===== config.mk =====
export PLATFORM = sky130hd
export DESIGN_NAME = rle8_bitmap_decoder
export DESIGN_NICKNAME = d
export VERILOG_FILES = /design/src/hw/rtl/rle8_pkg.sv /design/src/hw/rtl/rle8_in_reg.sv /design/src/hw/rtl/rle8_parser.sv /design/src/hw/rtl/rle8_out_reg.sv /design/src/hw/rtl/rle8_bitmap_decoder.sv
export SDC_FILE = /design/constraint.sdc
export NUM_CORES = 1
export LEC_CHECK = 0
export ABC_AREA = 1
export BUFFER_PORTS_ARGS = -buffer_cell sky130_fd_sc_hd__buf_2
export CAP_MARGIN = 20
export CORE_UTILIZATION = 55
export DETAILED_ROUTE_END_ITERATION = 10
export HOLD_SLACK_MARGIN = 0.12
export PLACE_DENSITY = 0.75
export SETUP_SLACK_MARGIN = 0.15
export SYNTH_ARGS = -nofsm -noshare
export SYNTH_HDL_FRONTEND = slang
export SYNTH_SLANG_ARGS = --single-unit

===== constraint.sdc =====
create_clock -name aclk -period 2.5 [get_ports aclk]
set_input_delay 0 -clock aclk [delete_from_list [all_inputs] [get_ports aclk]]
set_output_delay 0 -clock aclk [all_outputs]
set_load 0.03 [all_outputs]

===== src/hw/rtl/rle8_pkg.sv =====
// rle8_pkg: shared types and codes for the RLE8 bitmap decoder.
// No dependencies; imported by every rle8 module.
`timescale 1ns / 1ps

package rle8_pkg;

    localparam int BYTE_W = 8;

    // second byte of an escape pair
    localparam logic [BYTE_W-1:0] ESC_EOL   = 8'd0;
    localparam logic [BYTE_W-1:0] ESC_END   = 8'd1;
    localparam logic [BYTE_W-1:0] ESC_DELTA = 8'd2;

    localparam logic [1:0]        DELTA_BYTES = 2'd2;
    localparam logic [BYTE_W-1:0] LIT_COUNT   = 8'd1;

    typedef enum logic [4:0] {
        PH_FIRST   = 5'b00001,
        PH_SECOND  = 5'b00010,
        PH_LITERAL = 5'b00100,
        PH_PAD     = 5'b01000,
        PH_SKIP    = 5'b10000
    } phase_t;

    typedef struct packed {
        logic [BYTE_W-1:0] data_byte;
        logic              frame_start;
    } in_item_t;

    typedef struct packed {
        logic              valid;
        logic [BYTE_W-1:0] pixel_value;
        logic [BYTE_W-1:0] repeat_count;
        logic              end_of_bitmap;
    } result_t;

endpackage


===== src/hw/rtl/rle8_in_reg.sv =====
// rle8_in_reg: input register stage of the RLE8 decoder.
// Depends on rle8_pkg (in_item_t).
`timescale 1ns / 1ps

module rle8_in_reg
    import rle8_pkg::*;
(
    input  logic                aclk,
    input  logic                aresetn,
    input  logic                s_tvalid,
    output logic                s_tready,
    input  logic [BYTE_W-1:0]   s_tdata,   // [7:0] data_byte
    input  logic                s_tuser,   // [0] frame_start
    input  logic                advance,
    output logic                item_valid,
    output in_item_t            item
);

    logic     valid_reg;
    in_item_t item_reg;

    assign s_tready   = !valid_reg || advance;
    assign item_valid = valid_reg;
    assign item       = item_reg;

    always_ff @(posedge aclk) begin
        if (!aresetn) begin
            valid_reg <= 1'b0;
        end else if (s_tready) begin
            valid_reg <= s_tvalid;
        end
    end

    always_ff @(posedge aclk) begin
        if (s_tready && s_tvalid) begin
            item_reg.data_byte   <= s_tdata;
            item_reg.frame_start <= s_tuser;
        end
    end

endmodule


===== src/hw/rtl/rle8_parser.sv =====
// rle8_parser: RLE8 pair/escape state machine, one byte per advance.
// Depends on rle8_pkg (phase_t, in_item_t, result_t, escape codes).
`timescale 1ns / 1ps

module rle8_parser
    import rle8_pkg::*;
(
    input  logic     aclk,
    input  logic     aresetn,
    input  logic     advance,
    input  in_item_t item,
    output result_t  res
);

    phase_t            phase_reg, phase_next;
    logic [BYTE_W-1:0] held_count_reg, held_count_next;
    logic [BYTE_W-1:0] literals_left_reg, literals_left_next;
    logic              pad_pending_reg, pad_pending_next;
    logic [1:0]        skip_left_reg, skip_left_next;
    logic              stopped_reg, stopped_next;

    phase_t            phase_cur;
    logic [BYTE_W-1:0] held_cur;
    logic [BYTE_W-1:0] lit_cur;
    logic              pad_cur;
    logic [1:0]        skip_cur;
    logic              stopped_cur;
    logic [BYTE_W-1:0] b;

    assign b = item.data_byte;

    // frame start clears everything before the byte is parsed
    always_comb begin
        if (item.frame_start) begin
            phase_cur   = PH_FIRST;
            held_cur    = '0;
            lit_cur     = '0;
            pad_cur     = 1'b0;
            skip_cur    = '0;
            stopped_cur = 1'b0;
        end else begin
            phase_cur   = phase_reg;
            held_cur    = held_count_reg;
            lit_cur     = literals_left_reg;
            pad_cur     = pad_pending_reg;
            skip_cur    = skip_left_reg;
            stopped_cur = stopped_reg;
        end
    end

    always_comb begin
        phase_next         = phase_cur;
        held_count_next    = held_cur;
        literals_left_next = lit_cur;
        pad_pending_next   = pad_cur;
        skip_left_next     = skip_cur;
        stopped_next       = stopped_cur;
        res                = '0;

        if (!stopped_cur) begin
            unique case (phase_cur)
                PH_SECOND: begin
                    phase_next = PH_FIRST;
                    if (held_cur != '0) begin
                        res.valid        = 1'b1;
                        res.pixel_value  = b;
                        res.repeat_count = held_cur;
                    end else if (b == ESC_EOL) begin
                        phase_next = PH_FIRST;
                    end else if (b == ESC_END) begin
                        stopped_next      = 1'b1;
                        res.valid         = 1'b1;
                        res.end_of_bitmap = 1'b1;
                    end else if (b == ESC_DELTA) begin
                        skip_left_next = DELTA_BYTES;
                        phase_next     = PH_SKIP;
                    end else begin
                        literals_left_next = b;
                        pad_pending_next   = b[0];
                        phase_next         = PH_LITERAL;
                    end
                end
                PH_LITERAL: begin
                    literals_left_next = lit_cur - 1'b1;
                    if (lit_cur == LIT_COUNT) begin
                        phase_next = pad_cur ? PH_PAD : PH_FIRST;
                    end
                    res.valid        = 1'b1;
                    res.pixel_value  = b;
                    res.repeat_count = LIT_COUNT;
                end
                PH_PAD: begin
                    pad_pending_next = 1'b0;
                    phase_next       = PH_FIRST;
                end
                PH_SKIP: begin
                    skip_left_next = skip_cur - 1'b1;
                    if (skip_cur == 2'd1) begin
                        phase_next = PH_FIRST;
                    end
                end
                default: begin
                    held_count_next = b;
                    phase_next      = PH_SECOND;
                end
            endcase
        end
    end

    always_ff @(posedge aclk) begin
        if (!aresetn) begin
            phase_reg         <= PH_FIRST;
            held_count_reg    <= '0;
            literals_left_reg <= '0;
            pad_pending_reg   <= 1'b0;
            skip_left_reg     <= '0;
            stopped_reg       <= 1'b0;
        end else if (advance) begin
            phase_reg         <= phase_next;
            held_count_reg    <= held_count_next;
            literals_left_reg <= literals_left_next;
            pad_pending_reg   <= pad_pending_next;
            skip_left_reg     <= skip_left_next;
            stopped_reg       <= stopped_next;
        end
    end

    a_phase_onehot: assert property (@(posedge aclk) disable iff (!aresetn)
        $onehot(phase_reg))
        else $error("parse phase not one-hot");

    a_hold_no_advance: assert property (@(posedge aclk) disable iff (!aresetn)
        !advance |=> $stable(phase_reg) && $stable(literals_left_reg) && $stable(stopped_reg))
        else $error("parser state moved without an item");

    a_stopped_first: assert property (@(posedge aclk) disable iff (!aresetn)
        stopped_reg |-> phase_reg == PH_FIRST)
        else $error("stopped outside first-byte phase");

    a_end_count: assert property (@(posedge aclk) disable iff (!aresetn)
        res.valid |-> ((res.repeat_count == '0) == res.end_of_bitmap))
        else $error("zero count must mark end of bitmap");

    a_end_stops: assert property (@(posedge aclk) disable iff (!aresetn)
        advance && res.valid && res.end_of_bitmap |=> stopped_reg)
        else $error("end of bitmap did not stop the parser");

endmodule


===== src/hw/rtl/rle8_out_reg.sv =====
// rle8_out_reg: result register driving the master stream side.
// Depends on rle8_pkg (result_t).
`timescale 1ns / 1ps

module rle8_out_reg
    import rle8_pkg::*;
(
    input  logic                  aclk,
    input  logic                  aresetn,
    input  logic                  advance,
    input  result_t               res,
    output logic                  out_free,
    output logic                  m_tvalid,
    input  logic                  m_tready,
    output logic [2*BYTE_W-1:0]   m_tdata,   // [7:0] pixel_value, [15:8] repeat_count
    output logic                  m_tlast    // end_of_bitmap
);

    logic              valid_reg;
    logic [BYTE_W-1:0] pixel_reg;
    logic [BYTE_W-1:0] count_reg;
    logic              last_reg;

    assign out_free = !valid_reg || m_tready;
    assign m_tvalid = valid_reg;
    assign m_tdata  = {count_reg, pixel_reg};
    assign m_tlast  = last_reg;

    always_ff @(posedge aclk) begin
        if (!aresetn) begin
            valid_reg <= 1'b0;
        end else if (out_free) begin
            valid_reg <= advance && res.valid;
        end
    end

    always_ff @(posedge aclk) begin
        if (out_free && advance && res.valid) begin
            pixel_reg <= res.pixel_value;
            count_reg <= res.repeat_count;
            last_reg  <= res.end_of_bitmap;
        end
    end

endmodule


===== src/hw/rtl/rle8_bitmap_decoder.sv =====
// rle8_bitmap_decoder: top level of the BMP RLE8 stream decoder.
// Depends on rle8_pkg, rle8_in_reg, rle8_parser, rle8_out_reg.
//
//   channel | dir | tdata                              | tuser / tlast
//   s_      | in  | [7:0] data_byte                    | tuser[0] frame_start
//   m_      | out | [7:0] pixel_value, [15:8] repeat   | tlast end_of_bitmap
//
// One byte per cycle sustained while m_tready is high; a result reaches m_ through the
// input register, the parser logic and the result register.
// aresetn is synchronous; it clears the parser to the first-byte phase.
// A stalled m_ side holds the result register and then the input register,
// so s_tready drops only when both are full.
`timescale 1ns / 1ps

module rle8_bitmap_decoder
    import rle8_pkg::*;
(
    input  logic                  aclk,
    input  logic                  aresetn,
    input  logic                  s_tvalid,
    output logic                  s_tready,
    input  logic [BYTE_W-1:0]     s_tdata,   // [7:0] data_byte
    input  logic                  s_tuser,   // [0] frame_start
    output logic                  m_tvalid,
    input  logic                  m_tready,
    output logic [2*BYTE_W-1:0]   m_tdata,   // [7:0] pixel_value, [15:8] repeat_count
    output logic                  m_tlast    // end_of_bitmap
);

    logic     item_valid;
    in_item_t item;
    result_t  res;
    logic     out_free;
    logic     advance;

    assign advance = item_valid && out_free;

    rle8_in_reg u_in_reg (
        .aclk       (aclk),
        .aresetn    (aresetn),
        .s_tvalid   (s_tvalid),
        .s_tready   (s_tready),
        .s_tdata    (s_tdata),
        .s_tuser    (s_tuser),
        .advance    (advance),
        .item_valid (item_valid),
        .item       (item)
    );

    rle8_parser u_parser (
        .aclk    (aclk),
        .aresetn (aresetn),
        .advance (advance),
        .item    (item),
        .res     (res)
    );

    rle8_out_reg u_out_reg (
        .aclk     (aclk),
        .aresetn  (aresetn),
        .advance  (advance),
        .res      (res),
        .out_free (out_free),
        .m_tvalid (m_tvalid),
        .m_tready (m_tready),
        .m_tdata  (m_tdata),
        .m_tlast  (m_tlast)
    );

endmodule


==> impl_metrics.prom, run 1 <==
# TYPE chip_impl_metric gauge
chip_impl_metric{name="max_fo_critical_path",unit=""} 17
chip_impl_metric{name="final_area",unit="mm2"} 0.003470
chip_impl_metric{name="routabilityCongestion",unit=""} 0.9362
chip_impl_metric{name="synth_compound_gate_area_share",unit="%"} 13.89
chip_impl_metric{name="fin_tns_setup",unit="ns"} 0
chip_impl_metric{name="synth_largest_type_area_fraction",unit="%"} 25.65
chip_impl_metric{name="hpwl",unit="mm"} 5.320
chip_impl_metric{name="floorplan.die_area",unit="mm2"} 0.005836
chip_impl_metric{name="placed_cell_area",unit="mm2"} 0.003249
chip_impl_metric{name="die_width",unit="um"} 76.40
chip_impl_metric{name="timing.critical_path.required",unit="ns"} 2.50
chip_impl_metric{name="finalWorstSetupSlack",unit="ns"} 0.3110
chip_impl_metric{name="setup-violations-final",unit=""} 0
chip_impl_metric{name="synth_nets",unit=""} 409
chip_impl_metric{name="cts_buffers",unit=""} 5
chip_impl_metric{name="critical_path_arrival",unit="ns"} 2.19
chip_impl_metric{name="drive_above_1_share",unit="%"} 18.78
chip_impl_metric{name="fin_worst_skew",unit="ns"} 0.006601
chip_impl_metric{name="tightestPinTransition",unit="ns"} 0.7946
chip_impl_metric{name="h_tree_levels",unit=""} 2
chip_impl_metric{name="detailed_route_wire_length_per_cell",unit="um"} 14.77
chip_impl_info{name="post_synth_most_frequent_cells",value="nand2_1, nor2_1, inv_1"} 1
chip_impl_info{name="yosys_most_used_dff",value="dfxtp_1"} 1
chip_impl_metric{name="synthSimpleGateAreaFrac",unit="%"} 33.13
chip_impl_metric{name="finalCriticalPeriod",unit="ns"} 2.189
chip_impl_metric{name="timing.final.hold_violations",unit=""} 0
chip_impl_metric{name="cts_num_sinks",unit=""} 53
chip_impl_metric{name="layout.core_utilization",unit="%"} 66.66
chip_impl_metric{name="drc",unit=""} 0
chip_impl_metric{name="core_region_area",unit="mm2"} 0.005205
chip_impl_metric{name="met2_usage",unit="%"} 45.23
chip_impl_metric{name="post_synthesis_instance_area",unit="mm2"} 0.003044
chip_impl_metric{name="async_set_or_reset_flop_fraction_in_the_synthesized_netlist",unit="%"} 0
chip_impl_metric{name="globalRouteMet3Util",unit="%"} 4.551
chip_impl_metric{name="grt.met1_usage",unit="%"} 35.80
chip_impl_metric{name="fmax",unit="MHz"} 456.8
chip_impl_metric{name="grt_max_degree",unit=""} 25
chip_impl_metric{name="max_cap_violations",unit=""} 0
chip_impl_metric{name="clockBufferDepth",unit=""} 2
chip_impl_info{name="biggest_area_contributors_in_the_synthesized_netlist",value="edfxtp_1, dfxtp_1, nand2_1, nor2_1, o21ai_0"} 1
chip_impl_metric{name="relSlewSlack",unit="%"} 46.97
chip_impl_metric{name="floorplan.initialDensity",unit="%"} 58.49
chip_impl_metric{name="routed-via-count",unit=""} 2736
chip_impl_metric{name="fill_cells",unit=""} 460
chip_impl_metric{name="synth-warning-count",unit=""} 0
chip_impl_metric{name="pin_count",unit=""} 32
chip_impl_metric{name="finalNonFillerCells",unit=""} 512
chip_impl_info{name="status",value="finished, final reports clean"} 1
chip_impl_metric{name="antennaDiodeCount",unit=""} 0
chip_impl_info{name="cts_tree",value="built"} 1
chip_impl_metric{name="fin_nets",unit=""} 455
chip_impl_metric{name="vias_per_cell",unit=""} 5.344
chip_impl_metric{name="grt_pass1_vias",unit=""} 2597
chip_impl_metric{name="synth_sequential_area_ratio",unit="%"} 43.40
chip_impl_info{name="synth_area_leader_cell",value="edfxtp_1"} 1
chip_impl_metric{name="dieHeight",unit="um"} 76.40
chip_impl_metric{name="power_density",unit="mW/mm2"} 504.5
chip_impl_metric{name="vdd_drop_max",unit="uV"} 407.0
chip_impl_metric{name="cts_post_setup_buffers_inserted",unit=""} 0
chip_impl_info{name="worstPathCellList",value="inv_4 > nand2_4 > nor2_4 > nand4_4 > nand2_2 > nand2_1 > o21bai_1 > inv_1 > buf_4"} 1
chip_impl_metric{name="rows",unit=""} 26
chip_impl_info{name="crit_path_start_kind",value="flop"} 1
chip_impl_metric{name="synth_fa_ha_area_share",unit="%"} 0.4110
chip_impl_info{name="min_path_type",value="in -> reg"} 1
chip_impl_info{name="grt_setup_unrepaired",value="no"} 1
chip_impl_info{name="cts.root.buffer_cell",value="clkbuf_8"} 1
chip_impl_metric{name="slowest_delay",unit="ns"} 0.51
chip_impl_metric{name="period_share",unit="%"} 87.56
chip_impl_metric{name="pins_over_slew_limit",unit=""} 0
chip_impl_metric{name="p_leak",unit="uW"} 0.001545
chip_impl_metric{name="io_buffer_count",unit=""} 31
chip_impl_metric{name="synth.mux.area_fraction",unit="%"} 0
chip_impl_metric{name="grt_first_pass_wirelength",unit="mm"} 12.39
chip_impl_metric{name="synth_enable_flop_cells",unit=""} 26
chip_impl_metric{name="synth.avg_cell_area",unit="um2"} 7.707
chip_impl_metric{name="antenna_found_initial",unit=""} 0
chip_impl_metric{name="clk_lat_worst_skew",unit="ns"} 0.31
chip_impl_metric{name="wl",unit="mm"} 7.563
chip_impl_info{name="critical_path_class",value="reg -> reg"} 1
chip_impl_info{name="synth_top_family_by_area",value="simple AND/OR/NAND/NOR gates"} 1
chip_impl_metric{name="dpl_worst_slack",unit="ns"} 0.3432
chip_impl_metric{name="globalRouteOverflowTotal",unit=""} 0
chip_impl_metric{name="ant_nets",unit=""} 0
chip_impl_metric{name="largest_reg_flops",unit=""} 9
chip_impl_metric{name="area_growth",unit="%"} 13.97
chip_impl_info{name="worst_setup_path_end_kind",value="flop"} 1
chip_impl_metric{name="synth_cell_type_count",unit=""} 38
chip_impl_metric{name="post_synth_xor_area_fraction",unit="%"} 0
chip_impl_info{name="most_used_standard_cell_by_instance_count_after_synthesis",value="nand2_1"} 1
chip_impl_metric{name="detailedRoute.firstPassIterationCount",unit=""} 5
chip_impl_metric{name="path_clk_slew",unit="ns"} 0.09
chip_impl_metric{name="cell_count_after_synthesis",unit=""} 395
chip_impl_info{name="grt_most_used_layer",value="met2"} 1
chip_impl_metric{name="global_routing_usage_summed_across_all_routing_layers",unit="%"} 27.34
chip_impl_info{name="crit_slowest_cell",value="edfxtp_1"} 1
chip_impl_metric{name="drtIter0Drc",unit=""} 215
chip_impl_metric{name="synthesized_flop_and_latch_total",unit=""} 53
chip_impl_metric{name="placedCellCount",unit=""} 491
==> report_power, final <==
part / switching [uW] / total, uW / internal [uW]
clock: 287 / 488 / 200
sequential: 34.8 / 978 / 944
combinational: 187 / 285 / 97.9
==> final timing paths <==
kind,from,to,slack [ns],cells past startpoint
hold reg to reg,u_parser.held_count_reg[7],u_parser.held_count_reg[7],0.49,2
setup / recovery,u_in_reg.item[0],u_out_reg.pixel_reg[2],0.31,9
setup reg to reg,u_in_reg.item[0],u_out_reg.pixel_reg[2],0.31,9
hold / removal,s_tdata[3],u_in_reg.item[4],0.40,2
==> cells by family (layout without fill, tap and decap cells) <==
family                     Yosys count  in the layout
and+or+nand+nor                    205            205
DFF                                 53             53
adders and majority gates            1              1
AOI/OAI and AO/OA                   78             78
buffers and inverters               58            105
==> what timing repair did <==
| item | in CTS | in global routing |
|---|---|---|
| resized for setup | 0 | 1 |
| endpoints found under the hold margin | 13 | 0 |
| endpoints found under the setup margin | 0 | 2 |
| hold buffers | 13 | 0 |
==> area by class of cell <==
| type | count | area, um2 | area share (%) |
|---|---|---|---|
| clock buffer | 6 | 72.57 | 2.092 |
| sequential | 53 | 1321 | 38.08 |
| multi-input combinational | 284 | 1444 | 41.62 |
| inverter | 46 | 188.9 | 5.445 |
| tap | 70 | 87.58 | 2.524 |
| timing repair buffer | 51 | 341.6 | 9.845 |
| clock inverter | 2 | 13.76 | 0.3967 |
==> through the flow <==
stage | hold WS, ns | total power [uW]
floorplan | 0.09887 | 1199
global placement | 0.1768 | 1255
detailed placement | 0.1781 | 1258
CTS | 0.3904 | 1747
global route | 0.3960 | 1816
finish | 0.4022 | 1750
==> layout by cell type, fill, tap and decap left out, types with 2 or more instances in the layout <==
| master | netlist | layout |
|---|---|---|
| buf_2 | 2 | 31 |
| nand2_8 | 2 | 2 |
| clkbuf_8 | 0 | 5 |
| a21oi_1 | 29 | 29 |
| nor3_2 | 3 | 3 |
| nand4_1 | 3 | 3 |
| inv_2 | 4 | 4 |
| nand2_2 | 7 | 7 |
| nor2_4 | 2 | 2 |
| o21ai_0 | 30 | 30 |
| o21ai_1 | 10 | 10 |
| a21oi_2 | 2 | 2 |
| nor3_1 | 3 | 3 |
| nand3_2 | 2 | 2 |
| inv_1 | 39 | 39 |
| nand3_1 | 27 | 27 |
| dlygate4sd3_1 | 0 | 13 |
| o21bai_1 | 2 | 2 |
| nor2_2 | 2 | 2 |
| dfxtp_1 | 27 | 27 |
| nor2_1 | 53 | 53 |
| nand2_4 | 6 | 6 |
| buf_4 | 1 | 6 |
| nand3_4 | 2 | 2 |
| edfxtp_1 | 26 | 26 |
| nand2_1 | 91 | 91 |
==> critical path: cells and delay by family, from the launching register on <==
family | cells | cell delay (ns)
AOI/OAI and AO/OA | 1 | 0.19
buffers and inverters | 3 | 0.52
DFF | 1 | 0.51
and+or+nand+nor | 5 | 0.67
==> metal layers <==
metal,wire (um),vias to the layer above
li1,-,1383
met1,3371,1225
met2,3510,117
met3,535,11
met4,146,0
met5,0,-
Note: power is estimated with default switching activity, not from simulation.
==> run 2: changes to the inputs <==
--- a/config.mk
+++ b/config.mk
@@ -8,11 +8,12 @@
 export ABC_AREA = 1
 export BUFFER_PORTS_ARGS = -buffer_cell sky130_fd_sc_hd__buf_2
 export CAP_MARGIN = 20
-export CORE_UTILIZATION = 55
+export CORE_UTILIZATION = 40
 export DETAILED_ROUTE_END_ITERATION = 10
 export HOLD_SLACK_MARGIN = 0.12
-export PLACE_DENSITY = 0.75
+export PLACE_DENSITY = 0.58
 export SETUP_SLACK_MARGIN = 0.15
 export SYNTH_ARGS = -nofsm -noshare
 export SYNTH_HDL_FRONTEND = slang
+export SYNTH_HIERARCHICAL = 1
 export SYNTH_SLANG_ARGS = --single-unit
==> impl_metrics.prom, run 2 <==
# TYPE chip_impl_metric gauge
chip_impl_metric{name="floorplan.die_area",unit="mm2"} 0.007762
chip_impl_metric{name="pins_over_slew_limit",unit=""} 0
chip_impl_metric{name="detailedRoute.firstPassIterationCount",unit=""} 4
chip_impl_metric{name="globalRouteMet3Util",unit="%"} 3.582
chip_impl_info{name="post_synth_most_frequent_cells",value="nand2_1, nor2_1, nand3_1"} 1
chip_impl_metric{name="setup-violations-final",unit=""} 0
chip_impl_metric{name="synthesized_flop_and_latch_total",unit=""} 53
chip_impl_metric{name="finalCriticalPeriod",unit="ns"} 2.230
chip_impl_metric{name="fmax",unit="MHz"} 448.4
chip_impl_metric{name="synth-warning-count",unit=""} 6
chip_impl_metric{name="share_comb_of_total_power",unit="%"} 15.7
chip_impl_info{name="crit_slowest_cell",value="dlygate4sd3_1"} 1
chip_impl_metric{name="grt_max_degree",unit=""} 28
chip_impl_info{name="min_path_type",value="in -> reg"} 1
chip_impl_metric{name="timing.critical_path.required",unit="ns"} 2.76
chip_impl_metric{name="period_share",unit="%"} 89.20
chip_impl_metric{name="synth_enable_flop_cells",unit=""} 26
chip_impl_metric{name="antennaDiodeCount",unit=""} 0
chip_impl_info{name="grt_setup_unrepaired",value="no"} 1
chip_impl_metric{name="cell_internal_pwr",unit="uW"} 1348
chip_impl_metric{name="drive_above_1_share",unit="%"} 23.60
chip_impl_metric{name="path_clk_slew",unit="ns"} 0.10
chip_impl_metric{name="io_buffer_count",unit=""} 31
chip_impl_metric{name="timing.final.hold_violations",unit=""} 0
chip_impl_metric{name="slowest_delay",unit="ns"} 0.55
chip_impl_metric{name="antenna_found_initial",unit=""} 0
chip_impl_metric{name="globalRouteOverflowTotal",unit=""} 0
chip_impl_metric{name="critical_path_arrival",unit="ns"} 2.49
chip_impl_info{name="worst_setup_path_end_kind",value="flop"} 1
chip_impl_metric{name="fin_nets",unit=""} 441
chip_impl_info{name="layout.cells.most_common_list",value="nand2_1, nor2_1, nand3_1"} 1
chip_impl_info{name="critPathMostFrequentCell",value="nand2_1"} 1
chip_impl_metric{name="drtIter0Drc",unit=""} 228
chip_impl_info{name="synth_area_leader_cell",value="edfxtp_1"} 1
chip_impl_info{name="cts_tree",value="built"} 1
chip_impl_metric{name="hpwl",unit="mm"} 5.071
chip_impl_metric{name="vias_per_cell",unit=""} 4.943
chip_impl_metric{name="cts_num_sinks",unit=""} 53
chip_impl_metric{name="placedCellCount",unit=""} 505
chip_impl_metric{name="die_width",unit="um"} 88.10
chip_impl_metric{name="switching_share_of_power",unit="%"} 26.87
chip_impl_info{name="critical_path_class",value="reg -> reg"} 1
chip_impl_info{name="biggest_area_contributors_in_the_synthesized_netlist",value="edfxtp_1, dfxtp_1, nand2_1, nand3_1, nor2_1"} 1
chip_impl_info{name="worstPathCellList",value="bufinv_16 > nand2_4 > nor2_4 > nand2_8 > nor3_2 > nand2_1 > nand2_1 > nand2_1 > a21oi_2 > dlygate4sd3_1"} 1
chip_impl_info{name="cts.root.buffer_cell",value="clkbuf_8"} 1
chip_impl_info{name="rr_endpoint",value="u_out_reg/m_tvalid"} 1
chip_impl_metric{name="wl",unit="mm"} 7.231
chip_impl_info{name="final_common_cell",value="nand2_1"} 1
chip_impl_metric{name="timing.hold.ws",unit="ns"} 0.3984
chip_impl_metric{name="post_synthesis_instance_area",unit="mm2"} 0.002965
chip_impl_metric{name="fin_worst_skew",unit="ns"} 0.006768
chip_impl_info{name="crit_path_start_kind",value="flop"} 1
chip_impl_metric{name="detailed_route_wire_length_per_cell",unit="um"} 13.72
chip_impl_metric{name="grt_first_pass_wirelength",unit="mm"} 11.99
chip_impl_metric{name="grt_pass1_vias",unit=""} 2434
chip_impl_metric{name="path_buf_inv",unit=""} 2
chip_impl_metric{name="power.switching",unit="uW"} 495.3
chip_impl_metric{name="rows",unit=""} 31
chip_impl_metric{name="routed-via-count",unit=""} 2605
chip_impl_metric{name="clockBufferDepth",unit=""} 2
chip_impl_metric{name="routabilityCongestion",unit=""} 0.8532
chip_impl_metric{name="pin_count",unit=""} 32
chip_impl_info{name="status",value="finished, final reports clean"} 1
chip_impl_metric{name="dieHeight",unit="um"} 88.10
chip_impl_metric{name="number_of_cells_on_the_worst_hold_path",unit=""} 2
chip_impl_metric{name="drc",unit=""} 0
chip_impl_metric{name="met2_usage",unit="%"} 32.21
chip_impl_metric{name="relSlewSlack",unit="%"} 61.04
chip_impl_info{name="hold_end",value="u_in_reg/item[0]"} 1
chip_impl_info{name="critical_path.top_delay_family",value="buffers and inverters"} 1
chip_impl_metric{name="h_tree_levels",unit=""} 2
chip_impl_metric{name="r2r_cells",unit=""} 10
chip_impl_metric{name="finalNonFillerCells",unit=""} 527
chip_impl_metric{name="clk_lat_worst_skew",unit="ns"} 0.31
chip_impl_metric{name="max_fo_critical_path",unit=""} 27
chip_impl_metric{name="synth_cell_type_count",unit=""} 35
chip_impl_metric{name="ant_nets",unit=""} 0
chip_impl_metric{name="cell_count_after_synthesis",unit=""} 377
chip_impl_metric{name="max_cap_violations",unit=""} 0
chip_impl_metric{name="synth_largest_type_area_fraction",unit="%"} 26.33
chip_impl_metric{name="p_leak",unit="uW"} 0.001439
chip_impl_metric{name="synth_sequential_area_ratio",unit="%"} 44.56
chip_impl_metric{name="grt.met1_usage",unit="%"} 28.20
chip_impl_metric{name="power.share.sequential",unit="%"} 52.3
chip_impl_metric{name="p_clk_share",unit="%"} 32.0
chip_impl_metric{name="power_density",unit="mW/mm2"} 523.8
chip_impl_metric{name="synth_nets",unit=""} 391
chip_impl_metric{name="vdd_drop_max",unit="uV"} 318.7
chip_impl_info{name="rr_startpoint",value="u_in_reg/item[0]"} 1
chip_impl_info{name="yosys_most_used_dff",value="dfxtp_1"} 1
chip_impl_metric{name="area_growth",unit="%"} 18.69
chip_impl_info{name="grt_most_used_layer",value="met2"} 1
chip_impl_metric{name="synth.avg_cell_area",unit="um2"} 7.866
chip_impl_metric{name="fin_tns_setup",unit="ns"} 0
chip_impl_metric{name="core_region_area",unit="mm2"} 0.007214
chip_impl_metric{name="tightestPinTransition",unit="ns"} 0.5808
chip_impl_metric{name="async_set_or_reset_flop_fraction_in_the_synthesized_netlist",unit="%"} 0
chip_impl_metric{name="cts_post_setup_buffers_inserted",unit=""} 0
chip_impl_metric{name="global_routing_usage_summed_across_all_routing_layers",unit="%"} 20.35
chip_impl_metric{name="floorplan.initialDensity",unit="%"} 41.10
chip_impl_metric{name="reg2reg_slack",unit="ns"} 0.27
chip_impl_info{name="timing.hold.worst.start",value="s_tuser"} 1
chip_impl_info{name="most_used_standard_cell_by_instance_count_after_synthesis",value="nand2_1"} 1
chip_impl_metric{name="largest_reg_flops",unit=""} 9
chip_impl_metric{name="cts_buffers",unit=""} 5
[run 2: how the worst max path moves through the flow]
stage	start	end	slack [ns]	cells past startpoint
after global routing	u_in_reg/item[0]	u_out_reg/m_tvalid	0.15	10
after CTS	u_in_reg/item[0]	u_out_reg/m_tvalid	0.16	10
after detailed placement	u_in_reg/item[0]	u_out_reg/m_tlast	0.29	10
final	u_in_reg/item[0]	u_out_reg/m_tvalid	0.27	10
after global placement	u_in_reg/item[0]	u_out_reg/m_tlast	0.34	10
after floorplan	u_in_reg/item[0]	u_out_reg/count_reg[0]	0.20	11
[run 2: power groups by stage]
stage                     clock, uW  sequential, uW  combinational, uW
final                           589             964                290
after global routing            648             969                323
after CTS                       610             966                281
after detailed placement          0             985                265
after global placement            0             985                263
after floorplan                   0             980                199
[run 2: timing repair]
| action | 4_1_cts | 5_1_grt |
|---|---|---|
| gates resized for setup | 0 | 4 |
| hold buffers | 14 | 0 |
| setup endpoints to repair | 0 | 18 |
| hold endpoints to repair | 19 | 0 |
[run 2: metal layers]
layer,routed length [um],vias up,share of wire (%)
li1,-,1344,-
met5,0,-,0
met4,104,0,1.4
met1,3297,1181,46
met3,406,8,5.6
met2,3423,72,47
[run 2: area by class of cell]
cell class	instances	area, um2
sequential	53	1321
fill	728	3695
tap	99	123.9
clock buffer	6	72.57
clock inverter	2	38.79
timing repair buffer	55	370.4
inverter	41	180.2
multi-input combinational	271	1413
[run 2: per-stage QoR]
step	util (%)	total power [uW]	area [um2]	worst slack, ns
floorplan	-	1179	2969	0.1999
global placement	45.01	1248	3247	0.3390
detailed placement	45.01	1250	3247	0.2883
CTS	48.49	1857	3498	0.1628
global route	48.79	1940	3520	0.1529
finish	48.79	1844	3520	0.2699
[run 2: kinds of logic after synthesis]
group	after synthesis	synth area share, %
AOI/OAI and AO/OA	69	13.38
and+or+nand+nor	201	33.46
DFF	53	44.56
adders and majority gates	1	0.4219
buffers and inverters	53	8.186
[run 2: worst reg2reg max path, cell delays in order (launching register included)]
cell and delay (ns):
edfxtp_1 0.44, bufinv_16 0.30, nand2_4 0.10, nor2_4 0.14, nand2_8 0.09, nor3_2 0.19
nand2_1 0.07, nand2_1 0.07, nand2_1 0.09, a21oi_2 0.15, dlygate4sd3_1 0.55
